<file path="src/rtl/nod_pkg.sv">
package nod_pkg;

    localparam int NOTE_W       = 7;
    localparam int VEL_W        = 7;
    localparam int STEP_W       = 24;
    localparam int NOTE_SLOTS_DEF = 128;

    // per-note memory word: open flag above the open velocity
    localparam int ENTRY_W      = VEL_W + 1;

    // output queue
    localparam int OUTQ_DEPTH   = 8;
    localparam int OUTQ_PTR_W   = 3;
    localparam int OUTQ_CNT_W   = 4;

    // configuration port
    localparam int PADDR_W      = 4;
    localparam int PDATA_W      = 32;
    localparam logic [VEL_W-1:0] OFF_VELOCITY_RST = 7'd64;

    typedef enum logic [1:0] {
        EV_OFF   = 2'd0,
        EV_ON    = 2'd1,
        EV_RAISE = 2'd2
    } event_kind_t;

    typedef enum logic [1:0] {
        REG_ON_THRESHOLD   = 2'd0,
        REG_OFF_THRESHOLD  = 2'd1,
        REG_PEAK_THRESHOLD = 2'd2,
        REG_OFF_VELOCITY   = 2'd3
    } reg_index_t;

    typedef struct packed {
        event_kind_t         kind;
        logic [NOTE_W-1:0]   note;
        logic [VEL_W-1:0]    velocity;
        logic [STEP_W-1:0]   step;
        logic                last;
    } event_t;

endpackage

</file>
<file path="src/rtl/nod_ram.sv">
module nod_ram #(
    parameter int WIDTH = 8,
    parameter int DEPTH = 128
) (
    input  logic                                  clk,
    input  logic                                  we,
    input  logic [(DEPTH > 1 ? $clog2(DEPTH) : 1)-1:0] waddr,
    input  logic [WIDTH-1:0]                      wdata,
    input  logic                                  re,
    input  logic [(DEPTH > 1 ? $clog2(DEPTH) : 1)-1:0] raddr,
    output logic [WIDTH-1:0]                      rdata
);

    logic [WIDTH-1:0] mem [DEPTH];

    always_ff @(posedge clk)
    begin
        if (we)
        begin
            mem[waddr] <= wdata;
        end
        if (re)
        begin
            rdata <= mem[raddr];
        end
    end

endmodule

</file>
<file path="src/rtl/note_onoff_detector_core.sv">
// path: an accepted transaction is registered into stage 1, which decides its results
//   and writes them into the output queue; the queue head drives the result channel
// throughput: one input transaction per cycle while the output queue has room; one result
//   leaves per cycle, so an input that yields two results can hold the input side back under load
// reset: rst_n clears every note to closed (per-note valid flops), empties the pipeline
//   and output queue, and loads the register defaults; no clearing pass is needed
module note_onoff_detector_core #(
    parameter int NOTE_SLOTS = nod_pkg::NOTE_SLOTS_DEF
) (
    input  logic                            clk,
    input  logic                            rst_n,
    // input channel
    input  logic                            in_valid,
    output logic                            in_ready,
    input  logic [nod_pkg::NOTE_W-1:0]      note_number,
    input  logic [nod_pkg::VEL_W-1:0]       level,
    input  logic [nod_pkg::STEP_W-1:0]      step_index,
    // result channel
    output logic                            out_valid,
    input  logic                            out_ready,
    output logic [1:0]                      event_kind,
    output logic [nod_pkg::NOTE_W-1:0]      note_out,
    output logic [nod_pkg::VEL_W-1:0]       velocity_out,
    output logic [nod_pkg::STEP_W-1:0]      step_out,
    output logic                            last_of_run,
    // configuration port
    input  logic                            psel,
    input  logic                            penable,
    input  logic                            pwrite,
    input  logic [nod_pkg::PADDR_W-1:0]     paddr,
    input  logic [nod_pkg::PDATA_W-1:0]     pwdata,
    output logic [nod_pkg::PDATA_W-1:0]     prdata,
    output logic                            pready
);

    localparam int ADDR_W = (NOTE_SLOTS > 1) ? $clog2(NOTE_SLOTS) : 1;
    localparam int VW     = nod_pkg::VEL_W;
    localparam int EW     = nod_pkg::ENTRY_W;

    // ---------------------------------------------------------------
    // configuration registers
    // ---------------------------------------------------------------
    logic [VW-1:0] on_thr_reg,   on_thr_next;
    logic [VW-1:0] off_thr_reg,  off_thr_next;
    logic [VW-1:0] peak_thr_reg, peak_thr_next;
    logic [VW-1:0] off_vel_reg,  off_vel_next;
    logic          cfg_wr;
    nod_pkg::reg_index_t cfg_idx;

    assign pready  = 1'b1;
    assign cfg_wr  = psel & penable & pwrite & pready;
    assign cfg_idx = nod_pkg::reg_index_t'(paddr[3:2]);

    always_comb
    begin
        on_thr_next   = on_thr_reg;
        off_thr_next  = off_thr_reg;
        peak_thr_next = peak_thr_reg;
        off_vel_next  = off_vel_reg;
        if (cfg_wr)
        begin
            case (cfg_idx)
                nod_pkg::REG_ON_THRESHOLD:   on_thr_next   = pwdata[VW-1:0];
                nod_pkg::REG_OFF_THRESHOLD:  off_thr_next  = pwdata[VW-1:0];
                nod_pkg::REG_PEAK_THRESHOLD: peak_thr_next = pwdata[VW-1:0];
                nod_pkg::REG_OFF_VELOCITY:   off_vel_next  = pwdata[VW-1:0];
                default: ;
            endcase
        end
    end

    // register readback
    always_comb
    begin
        case (cfg_idx)
            nod_pkg::REG_ON_THRESHOLD:   prdata = nod_pkg::PDATA_W'(on_thr_reg);
            nod_pkg::REG_OFF_THRESHOLD:  prdata = nod_pkg::PDATA_W'(off_thr_reg);
            nod_pkg::REG_PEAK_THRESHOLD: prdata = nod_pkg::PDATA_W'(peak_thr_reg);
            nod_pkg::REG_OFF_VELOCITY:   prdata = nod_pkg::PDATA_W'(off_vel_reg);
            default:                     prdata = '0;
        endcase
    end

    always_ff @(posedge clk or negedge rst_n)
    begin
        if (!rst_n)
        begin
            on_thr_reg   <= '0;
            off_thr_reg  <= '0;
            peak_thr_reg <= '0;
            off_vel_reg  <= nod_pkg::OFF_VELOCITY_RST;
        end
        else
        begin
            on_thr_reg   <= on_thr_next;
            off_thr_reg  <= off_thr_next;
            peak_thr_reg <= peak_thr_next;
            off_vel_reg  <= off_vel_next;
        end
    end

    // ---------------------------------------------------------------
    // stage 0: accept transaction, issue the per-note memory read
    // ---------------------------------------------------------------
    logic              in_fire;
    logic              in_hit;      // note lies inside the slot range
    logic [ADDR_W-1:0] in_addr;

    assign in_fire = in_valid & in_ready;
    assign in_hit  = ({1'b0, note_number} < (nod_pkg::NOTE_W + 1)'(NOTE_SLOTS));
    assign in_addr = note_number[ADDR_W-1:0];

    // stage 1 registers
    logic                      s1_valid_reg, s1_valid_next;
    logic [ADDR_W-1:0]         s1_addr_reg;
    logic [nod_pkg::NOTE_W-1:0] s1_note_reg;
    logic [VW-1:0]             s1_level_reg;
    logic [nod_pkg::STEP_W-1:0] s1_step_reg;
    logic                      s1_vld_reg;    // entry has been written since reset
    logic                      fwd_hit_reg;   // entry was written at the read edge
    logic [EW-1:0]             fwd_data_reg;

    // per-note valid flops: an entry never written reads as closed
    logic [NOTE_SLOTS-1:0]     vld_reg, vld_next;

    // memory write from stage 1
    logic              wr_en;
    logic [EW-1:0]     wr_data;
    logic [EW-1:0]     ram_rdata;

    nod_ram #(
        .WIDTH (EW),
        .DEPTH (NOTE_SLOTS)
    ) u_note_ram (
        .clk   (clk),
        .we    (wr_en),
        .waddr (s1_addr_reg),
        .wdata (wr_data),
        .re    (in_fire),
        .raddr (in_addr),
        .rdata (ram_rdata)
    );

    assign s1_valid_next = in_fire & in_hit;

    always_comb
    begin
        vld_next = vld_reg;
        if (wr_en)
        begin
            vld_next[s1_addr_reg] = 1'b1;
        end
    end

    always_ff @(posedge clk or negedge rst_n)
    begin
        if (!rst_n)
        begin
            s1_valid_reg <= 1'b0;
            vld_reg      <= '0;
        end
        else
        begin
            s1_valid_reg <= s1_valid_next;
            vld_reg      <= vld_next;
        end
    end

    // stage 1 payload, including forwarding from the write at the read edge
    always_ff @(posedge clk)
    begin
        if (in_fire)
        begin
            s1_addr_reg  <= in_addr;
            s1_note_reg  <= note_number;
            s1_level_reg <= level;
            s1_step_reg  <= step_index;
            s1_vld_reg   <= vld_reg[in_addr];
            fwd_hit_reg  <= wr_en && (s1_addr_reg == in_addr);
            fwd_data_reg <= wr_data;
        end
    end

    // ---------------------------------------------------------------
    // stage 1: decide events, write the entry back, push results
    // ---------------------------------------------------------------
    logic [EW-1:0]  entry;
    logic           cur_open;
    logic [VW-1:0]  held;
    logic [VW:0]    peak_sum;   // one bit wider so the bound never wraps
    logic [1:0]     push_n;
    nod_pkg::event_t ev0, ev1;

    assign entry    = fwd_hit_reg ? fwd_data_reg : (s1_vld_reg ? ram_rdata : '0);
    assign cur_open = entry[EW-1];
    assign held     = entry[VW-1:0];
    assign peak_sum = {1'b0, held} + {1'b0, peak_thr_reg};

    always_comb
    begin
        wr_en        = 1'b0;
        wr_data      = entry;
        push_n       = 2'd0;
        ev0.kind     = nod_pkg::EV_OFF;
        ev0.note     = s1_note_reg;
        ev0.velocity = off_vel_reg;
        ev0.step     = s1_step_reg;
        ev0.last     = 1'b1;
        ev1.kind     = nod_pkg::EV_ON;
        ev1.note     = s1_note_reg;
        ev1.velocity = s1_level_reg;
        ev1.step     = s1_step_reg;
        ev1.last     = 1'b1;
        if (s1_valid_reg)
        begin
            if (!cur_open)
            begin
                // closed note opens above the on threshold
                if (s1_level_reg > on_thr_reg)
                begin
                    wr_en        = 1'b1;
                    wr_data      = {1'b1, s1_level_reg};
                    push_n       = 2'd1;
                    ev0.kind     = nod_pkg::EV_ON;
                    ev0.velocity = s1_level_reg;
                end
            end
            else if (s1_level_reg <= off_thr_reg)
            begin
                // open note falls to the off threshold
                wr_en   = 1'b1;
                wr_data = {1'b0, held};
                push_n  = 2'd1;
            end
            else if ({1'b0, s1_level_reg} >= peak_sum)
            begin
                // retrigger: off first, then on
                wr_en    = 1'b1;
                wr_data  = {1'b1, s1_level_reg};
                push_n   = 2'd2;
                ev0.last = 1'b0;
            end
            else if (s1_level_reg > held)
            begin
                wr_en        = 1'b1;
                wr_data      = {1'b1, s1_level_reg};
                push_n       = 2'd1;
                ev0.kind     = nod_pkg::EV_RAISE;
                ev0.velocity = s1_level_reg;
            end
        end
    end

    // ---------------------------------------------------------------
    // output queue: decouples the pipeline from result backpressure
    // ---------------------------------------------------------------
    nod_pkg::event_t outq_reg [nod_pkg::OUTQ_DEPTH];
    logic [nod_pkg::OUTQ_PTR_W-1:0] wr_ptr_reg, wr_ptr_next;
    logic [nod_pkg::OUTQ_PTR_W-1:0] rd_ptr_reg, rd_ptr_next;
    logic [nod_pkg::OUTQ_CNT_W-1:0] cnt_reg, cnt_next;
    logic [nod_pkg::OUTQ_CNT_W-1:0] reserved;
    logic [nod_pkg::OUTQ_PTR_W-1:0] wr_ptr_p1;
    logic                           pop;
    nod_pkg::event_t                head;

    // room for the results of the item in stage 1 and of a new one
    assign reserved = cnt_reg + {{(nod_pkg::OUTQ_CNT_W-2){1'b0}}, s1_valid_reg, 1'b0};
    assign in_ready = (reserved <= nod_pkg::OUTQ_CNT_W'(nod_pkg::OUTQ_DEPTH - 2));

    assign head      = outq_reg[rd_ptr_reg];
    assign out_valid = (cnt_reg != '0);
    assign pop       = out_valid & out_ready;
    assign wr_ptr_p1 = wr_ptr_reg + 1'b1;

    assign event_kind   = head.kind;
    assign note_out     = head.note;
    assign velocity_out = head.velocity;
    assign step_out     = head.step;
    assign last_of_run  = head.last;

    always_comb
    begin
        wr_ptr_next = wr_ptr_reg + nod_pkg::OUTQ_PTR_W'(push_n);
        rd_ptr_next = rd_ptr_reg + nod_pkg::OUTQ_PTR_W'(pop);
        cnt_next    = cnt_reg + nod_pkg::OUTQ_CNT_W'(push_n)
                      - nod_pkg::OUTQ_CNT_W'(pop);
    end

    always_ff @(posedge clk or negedge rst_n)
    begin
        if (!rst_n)
        begin
            wr_ptr_reg <= '0;
            rd_ptr_reg <= '0;
            cnt_reg    <= '0;
        end
        else
        begin
            wr_ptr_reg <= wr_ptr_next;
            rd_ptr_reg <= rd_ptr_next;
            cnt_reg    <= cnt_next;
        end
    end

    always_ff @(posedge clk)
    begin
        if (push_n != 2'd0)
        begin
            outq_reg[wr_ptr_reg] <= ev0;
        end
        if (push_n == 2'd2)
        begin
            outq_reg[wr_ptr_p1] <= ev1;
        end
    end

endmodule

</file>
<file path="config.mk">
export PLATFORM = sky130hd
export DESIGN_NAME = note_onoff_detector_core
export DESIGN_NICKNAME = d
export VERILOG_FILES = /design/src/rtl/nod_pkg.sv /design/src/rtl/nod_ram.sv /design/src/rtl/note_onoff_detector_core.sv
export SDC_FILE = /design/constraint.sdc
export NUM_CORES = 2
export LEC_CHECK = 0
export ABC_AREA = 1
export BUFFER_PORTS_ARGS = -buffer_cell sky130_fd_sc_hd__buf_2
export CORE_ASPECT_RATIO = 0.5
export CORE_UTILIZATION = 35
export CTS_CLUSTER_SIZE = 14
export DETAILED_ROUTE_END_ITERATION = 7
export PLACE_DENSITY = 0.6
export SLEW_MARGIN = 20
export SYNTH_ARGS = -nofsm -noshare
export SYNTH_HDL_FRONTEND = slang
export SYNTH_SLANG_ARGS = --single-unit
</file>
<file path="constraint.sdc">
create_clock -name clk -period 8.2 [get_ports clk]
set_input_delay 0.82 -clock clk [delete_from_list [all_inputs] [get_ports clk]]
set_output_delay 0.82 -clock clk [all_outputs]
set_load 0.02 [all_outputs]
</file>
==> results_tabular.tex <==
\begin{tabular}{lr}
\hline
Metric & Value \\
\hline
\multicolumn{2}{l}{\textbf{Global routing}} \\
\quad Total routing usage reported by global routing & 18.3\% \\
\quad Via count of the first global-routing pass & 42900 \\
\quad GRT Residual Overflow & 0 \\
\quad Initial antenna violation count & 6 \\
\quad Maximum number of pins on one net before global-route repair & 175 \\
\quad Global-route wire length before repair & 271000 um \\
\multicolumn{2}{l}{\textbf{Critical path}} \\
\quad Worst endpoint required time & around 8.6 ns \\
\quad Type of destination of the critical path & register \\
\quad Arrival time of the worst setup path & 6.44 ns \\
\quad Flop2flop setup slack & 2.18 ns \\
\quad Startpoint of the worst register-to-register path & fwd\_hit\_reg\$\_DFFE\_PP\_ \\
\quad R2R cell count & 23 \\
\quad Top fanout value on the critical path & 16 \\
\quad End of the worst register-to-register path & u\_note\_ram.mem[21][4]\$\_DFFE\_PP\_ \\
\quad Category of the most critical setup path & register to register \\
\quad Type of element launching the critical path & register \\
\multicolumn{2}{l}{\textbf{Timing}} \\
\quad Final setup viols & 0 \\
\quad Worst-margin pin slew & 1.10 ns \\
\quad Hold violation count in the final report & 0 \\
\quad Period utilisation layout & 73.4\% \\
\quad Max Freq & 166 MHz \\
\quad Headroom to the max-slew limit & 26.4\% \\
\quad Minimum clock period & about 6 ns \\
\quad Unrepaired setup endpoints after global routing & false \\
\quad Fin Setup TNS & 0 ns \\
\quad Pins over their slew limit & 0 \\
\quad Clock Skews & $\sim$0.022 ns \\
\quad Minimum hold slack & 0.0484 ns \\
\multicolumn{2}{l}{\textbf{Clocking}} \\
\quad Post-cts resize count & 0 \\
\quad Clock slew at the register clock pins of the worst setup and hold paths & 0.06 ns \\
\quad H-tree depth & 4 \\
\quad Total clock buffers created by CTS & 152 \\
\quad CTS Buffer Depth & 3 \\
\quad Clock tree from TritonCTS & built \\
\quad Cell at the root of the clock tree & sky130\_fd\_sc\_hd\_\_clkbuf\_16 \\
\quad Count of hold-fix buffers inserted at cts & 0 \\
\quad Clock sinks & between 1500 and 2000 \\
\quad Post-CTS setup repair buffer count & 0 \\
\quad Latest clock arrival within the worst-skew pair & 0.80 ns \\
\multicolumn{2}{l}{\textbf{Layout}} \\
\quad NumNets Final & $\sim$6000 \\
\quad Filler instances & 18000 \\
\quad Layout cells sized above 1 & 8.24\% \\
\quad Area added between synthesis and finish & 11.2\% \\
\quad Max reg flops & slightly above 1000 \\
\quad Utilization after layout & 39.2\% \\
\multicolumn{2}{l}{\textbf{Status}} \\
\quad Violated checks & DRC \\
\quad Outcome & finished, violations left \\
\multicolumn{2}{l}{\textbf{Worst hold path}} \\
\quad Kind of path behind the tightest hold check & input pin to asynchronous set/reset pin \\
\multicolumn{2}{l}{\textbf{Floorplan}} \\
\quad Area of the die & 0.193 mm2 \\
\quad Starting density of the core & 35.3\% \\
\quad Rows & 113 \\
\quad Vertical die dimension & 311 um \\
\quad Die width & a little over 600 um \\
\quad Top-Level Pins & around 160 \\
\quad Core footprint & around 0.19 mm2 \\
\multicolumn{2}{l}{\textbf{Placed design}} \\
\quad Port-buffer cells & around 100 \\
\quad Final HPWL from detailed placement & 99900 um \\
\quad Placer's final routability congestion estimate & slightly above 0.8 \\
\multicolumn{2}{l}{\textbf{Detailed routing}} \\
\quad Average detailed-routed wire length per instance & roughly 21 um \\
\quad Count of TritonRoute iterations in the first routing pass & 8 \\
\quad Drc violations & 2 \\
\quad Total detailed-routing wirelength & 181000 um \\
\quad Via count & 45100 \\
\quad Number of antenna-violating nets in the routed design & 0 \\
\quad Vias per Instance & 5.29 \\
\quad Iteration-0 DRC count of the detailed router & approximately 4600 \\
\multicolumn{2}{l}{\textbf{Logic synthesis}} \\
\quad Post-synthesis sequential element count & 1575 \\
\quad Netlist area before placement & 0.0669 mm2 \\
\quad Mean cell area of the mapped netlist & 11.2 um2 \\
\quad Main flop type after synthesis & sky130\_fd\_sc\_hd\_\_edfxtp\_1 \\
\quad Cell count after synthesis & 5955 \\
\quad Number of flops mapped to enable cells by yosys & 1384 \\
\quad Netlist cell types & 53 \\
\quad Share of the yosys chip area belonging to registers & 69.0\% \\
\quad Number of warnings printed during yosys synthesis & 0 \\
\quad Share of async-settable or async-resettable flops after synthesis & 10.6\% \\
\multicolumn{2}{l}{\textbf{Power}} \\
\quad Maximum ir drop on the vdd rail & 0.568 mV \\
\quad Cell Pwr Density & 331 mW/mm2 \\
\quad Leakage power summed over all cells & between 20 and 30 nW \\
\multicolumn{2}{l}{\textbf{Run}} \\
\quad Max-cap viol count & 0 \\
\hline
\end{tabular}
==> where the power goes <==
part	switching, mW	internal (mW)	leakage (nW)
registers	0.360	10.8	15.1
clock network	3.02	4.04	2.42
logic	5.00	1.40	8.72
==> area by class of cell <==
class | count | area, um2 | area share [%]
diodes | 1 | 2.50 | 0.00336
clock buffers | 210 | 4250 | 5.71
clock inverters | 70 | 701 | 0.941
inverters | 182 | 704 | 0.946
multi-input cells | 3801 | 18300 | 24.6
flip-flops and latches | 1575 | 46200 | 62.1
well taps | 2530 | 3170 | 4.25
repair buffers | 166 | 1120 | 1.51
==> per-layer routing <==
| metal | global-route usage [%] | vias to the layer above | part of all wire (%) |
|---|---|---|---|
| met5 | 0 | - | 0.0072 |
| met4 | 5.46 | 2 | 2.4 |
| met3 | 2.66 | 269 | 6.4 |
| met2 | 30.0 | 1607 | 48 |
| met1 | 25.3 | 22300 | 43 |
| li1 | - | 20900 | - |
==> cells in the mapped netlist, types with 3 or more instances <==
master / n / area share (%)
sky130_fd_sc_hd__edfxtp_1: 1384 / 62
sky130_fd_sc_hd__nor2_1: 1317 / 7.4
sky130_fd_sc_hd__o21ai_0: 898 / 6.7
sky130_fd_sc_hd__nand2_1: 654 / 3.7
sky130_fd_sc_hd__o22ai_1: 296 / 2.8
sky130_fd_sc_hd__clkbuf_1: 260 / 1.5
sky130_fd_sc_hd__dfrtp_1: 166 / 6.2
sky130_fd_sc_hd__nand3_1: 154 / 1.2
sky130_fd_sc_hd__inv_1: 146 / 0.82
sky130_fd_sc_hd__o21bai_1: 96 / 1.1
sky130_fd_sc_hd__o211ai_1: 73 / 0.82
sky130_fd_sc_hd__buf_2: 68 / 0.51
sky130_fd_sc_hd__a21oi_1: 64 / 0.48
sky130_fd_sc_hd__ha_1: 47 / 0.88
sky130_fd_sc_hd__a31oi_1: 43 / 0.40
sky130_fd_sc_hd__buf_1: 37 / 0.21
sky130_fd_sc_hd__nor2_2: 32 / 0.30
sky130_fd_sc_hd__buf_4: 28 / 0.31
sky130_fd_sc_hd__buf_6: 27 / 0.45
sky130_fd_sc_hd__dfxtp_1: 24 / 0.72
sky130_fd_sc_hd__clkinv_1: 18 / 0.10
sky130_fd_sc_hd__inv_2: 17 / 0.095
sky130_fd_sc_hd__o21ai_1: 17 / 0.13
sky130_fd_sc_hd__nand2_4: 12 / 0.20
sky130_fd_sc_hd__nand2_2: 9 / 0.084
sky130_fd_sc_hd__xor2_1: 8 / 0.10
sky130_fd_sc_hd__a22oi_1: 7 / 0.079
sky130_fd_sc_hd__o2111ai_1: 7 / 0.092
sky130_fd_sc_hd__xnor2_1: 7 / 0.092
sky130_fd_sc_hd__nand4_1: 6 / 0.056
sky130_fd_sc_hd__fa_1: 3 / 0.090
sky130_fd_sc_hd__or2_2: 3 / 0.028
==> metrics by stage <==
step / power, mW / instance area (um2) / setup slack, ns / cells
after floorplan: 15.2 / 67000 / 0.563 / 5979
after global placement: 17.6 / 69500 / 2.19 / 8254
after detailed placement: 17.7 / 69500 / 2.21 / 8254
after CTS: 24.8 / 74400 / 2.21 / 8534
after global routing: 25.7 / 74400 / 1.78 / 8534
final: 24.6 / 74400 / 2.18 / 8535
==> critical path, stage by stage (launching register included) <==
cell	delay (ns)
sky130_fd_sc_hd__edfxtp_1	0.54
sky130_fd_sc_hd__inv_2	0.06
sky130_fd_sc_hd__nand2_2	0.06
sky130_fd_sc_hd__clkinv_2	0.12
sky130_fd_sc_hd__a22oi_1	0.38
sky130_fd_sc_hd__inv_1	0.18
sky130_fd_sc_hd__ha_1	0.38
sky130_fd_sc_hd__nand2_1	0.06
sky130_fd_sc_hd__o21ai_0	0.27
sky130_fd_sc_hd__nand2_1	0.09
sky130_fd_sc_hd__a21oi_1	0.13
sky130_fd_sc_hd__nor2_1	0.06
sky130_fd_sc_hd__xor2_1	0.14
sky130_fd_sc_hd__ha_1	0.29
sky130_fd_sc_hd__inv_1	0.04
sky130_fd_sc_hd__nor2_1	0.09
sky130_fd_sc_hd__o211ai_1	0.15
sky130_fd_sc_hd__nand2_2	0.15
sky130_fd_sc_hd__nor2_2	0.06
sky130_fd_sc_hd__nand2_4	0.15
sky130_fd_sc_hd__nand2_2	0.13
sky130_fd_sc_hd__inv_2	0.65
sky130_fd_sc_hd__nand2_1	0.64
sky130_fd_sc_hd__nor2_1	0.79
==> cells in the final DEF, fill, tap and decap left out, types with 32 or more instances in the layout <==
cell	count
sky130_fd_sc_hd__edfxtp_1	1384
sky130_fd_sc_hd__nor2_1	1317
sky130_fd_sc_hd__o21ai_0	898
sky130_fd_sc_hd__nand2_1	649
sky130_fd_sc_hd__o22ai_1	296
sky130_fd_sc_hd__dfrtp_1	164
sky130_fd_sc_hd__clkbuf_16	159
sky130_fd_sc_hd__nand3_1	146
sky130_fd_sc_hd__inv_1	143
sky130_fd_sc_hd__buf_2	99
sky130_fd_sc_hd__o21bai_1	96
sky130_fd_sc_hd__o211ai_1	73
sky130_fd_sc_hd__a21oi_1	57
sky130_fd_sc_hd__buf_4	55
sky130_fd_sc_hd__ha_1	47
sky130_fd_sc_hd__clkbuf_1	43
sky130_fd_sc_hd__a31oi_1	42
sky130_fd_sc_hd__clkinv_1	39
sky130_fd_sc_hd__nor2_2	32
==> logic make-up after synthesis <==
family                     count (synthesis)  synth area share (%)
and+or+nand+nor                         2202                  13.1
DFF                                     1575                  69.0
AOI/OAI and AO/OA                       1508                  12.6
buffers and inverters                    603                  3.99
adders and majority gates                 50                 0.968
xor gates and xnor gates                  15                 0.196
other                                      2                0.0112
==> worst max-delay path by stage <==
| stage | slack [ns] | from | cells after the start | to |
|---|---|---|---|---|
| after floorplan | 0.56 | fwd_hit_reg$_DFFE_PP_ | 24 | fwd_data_reg[0]$_DFFE_PP_ |
| after global placement | 2.19 | fwd_hit_reg$_DFFE_PP_ | 24 | u_note_ram.mem[17][7]$_DFFE_PP_ |
| after detailed placement | 2.21 | fwd_hit_reg$_DFFE_PP_ | 24 | u_note_ram.mem[47][3]$_DFFE_PP_ |
| after CTS | 2.21 | fwd_hit_reg$_DFFE_PP_ | 24 | u_note_ram.mem[47][2]$_DFFE_PP_ |
| after global routing | 1.78 | fwd_hit_reg$_DFFE_PP_ | 23 | u_note_ram.mem[17][1]$_DFFE_PP_ |
| final | 2.18 | fwd_hit_reg$_DFFE_PP_ | 23 | u_note_ram.mem[21][4]$_DFFE_PP_ |
Note: power is estimated with default switching activity, not from simulation.
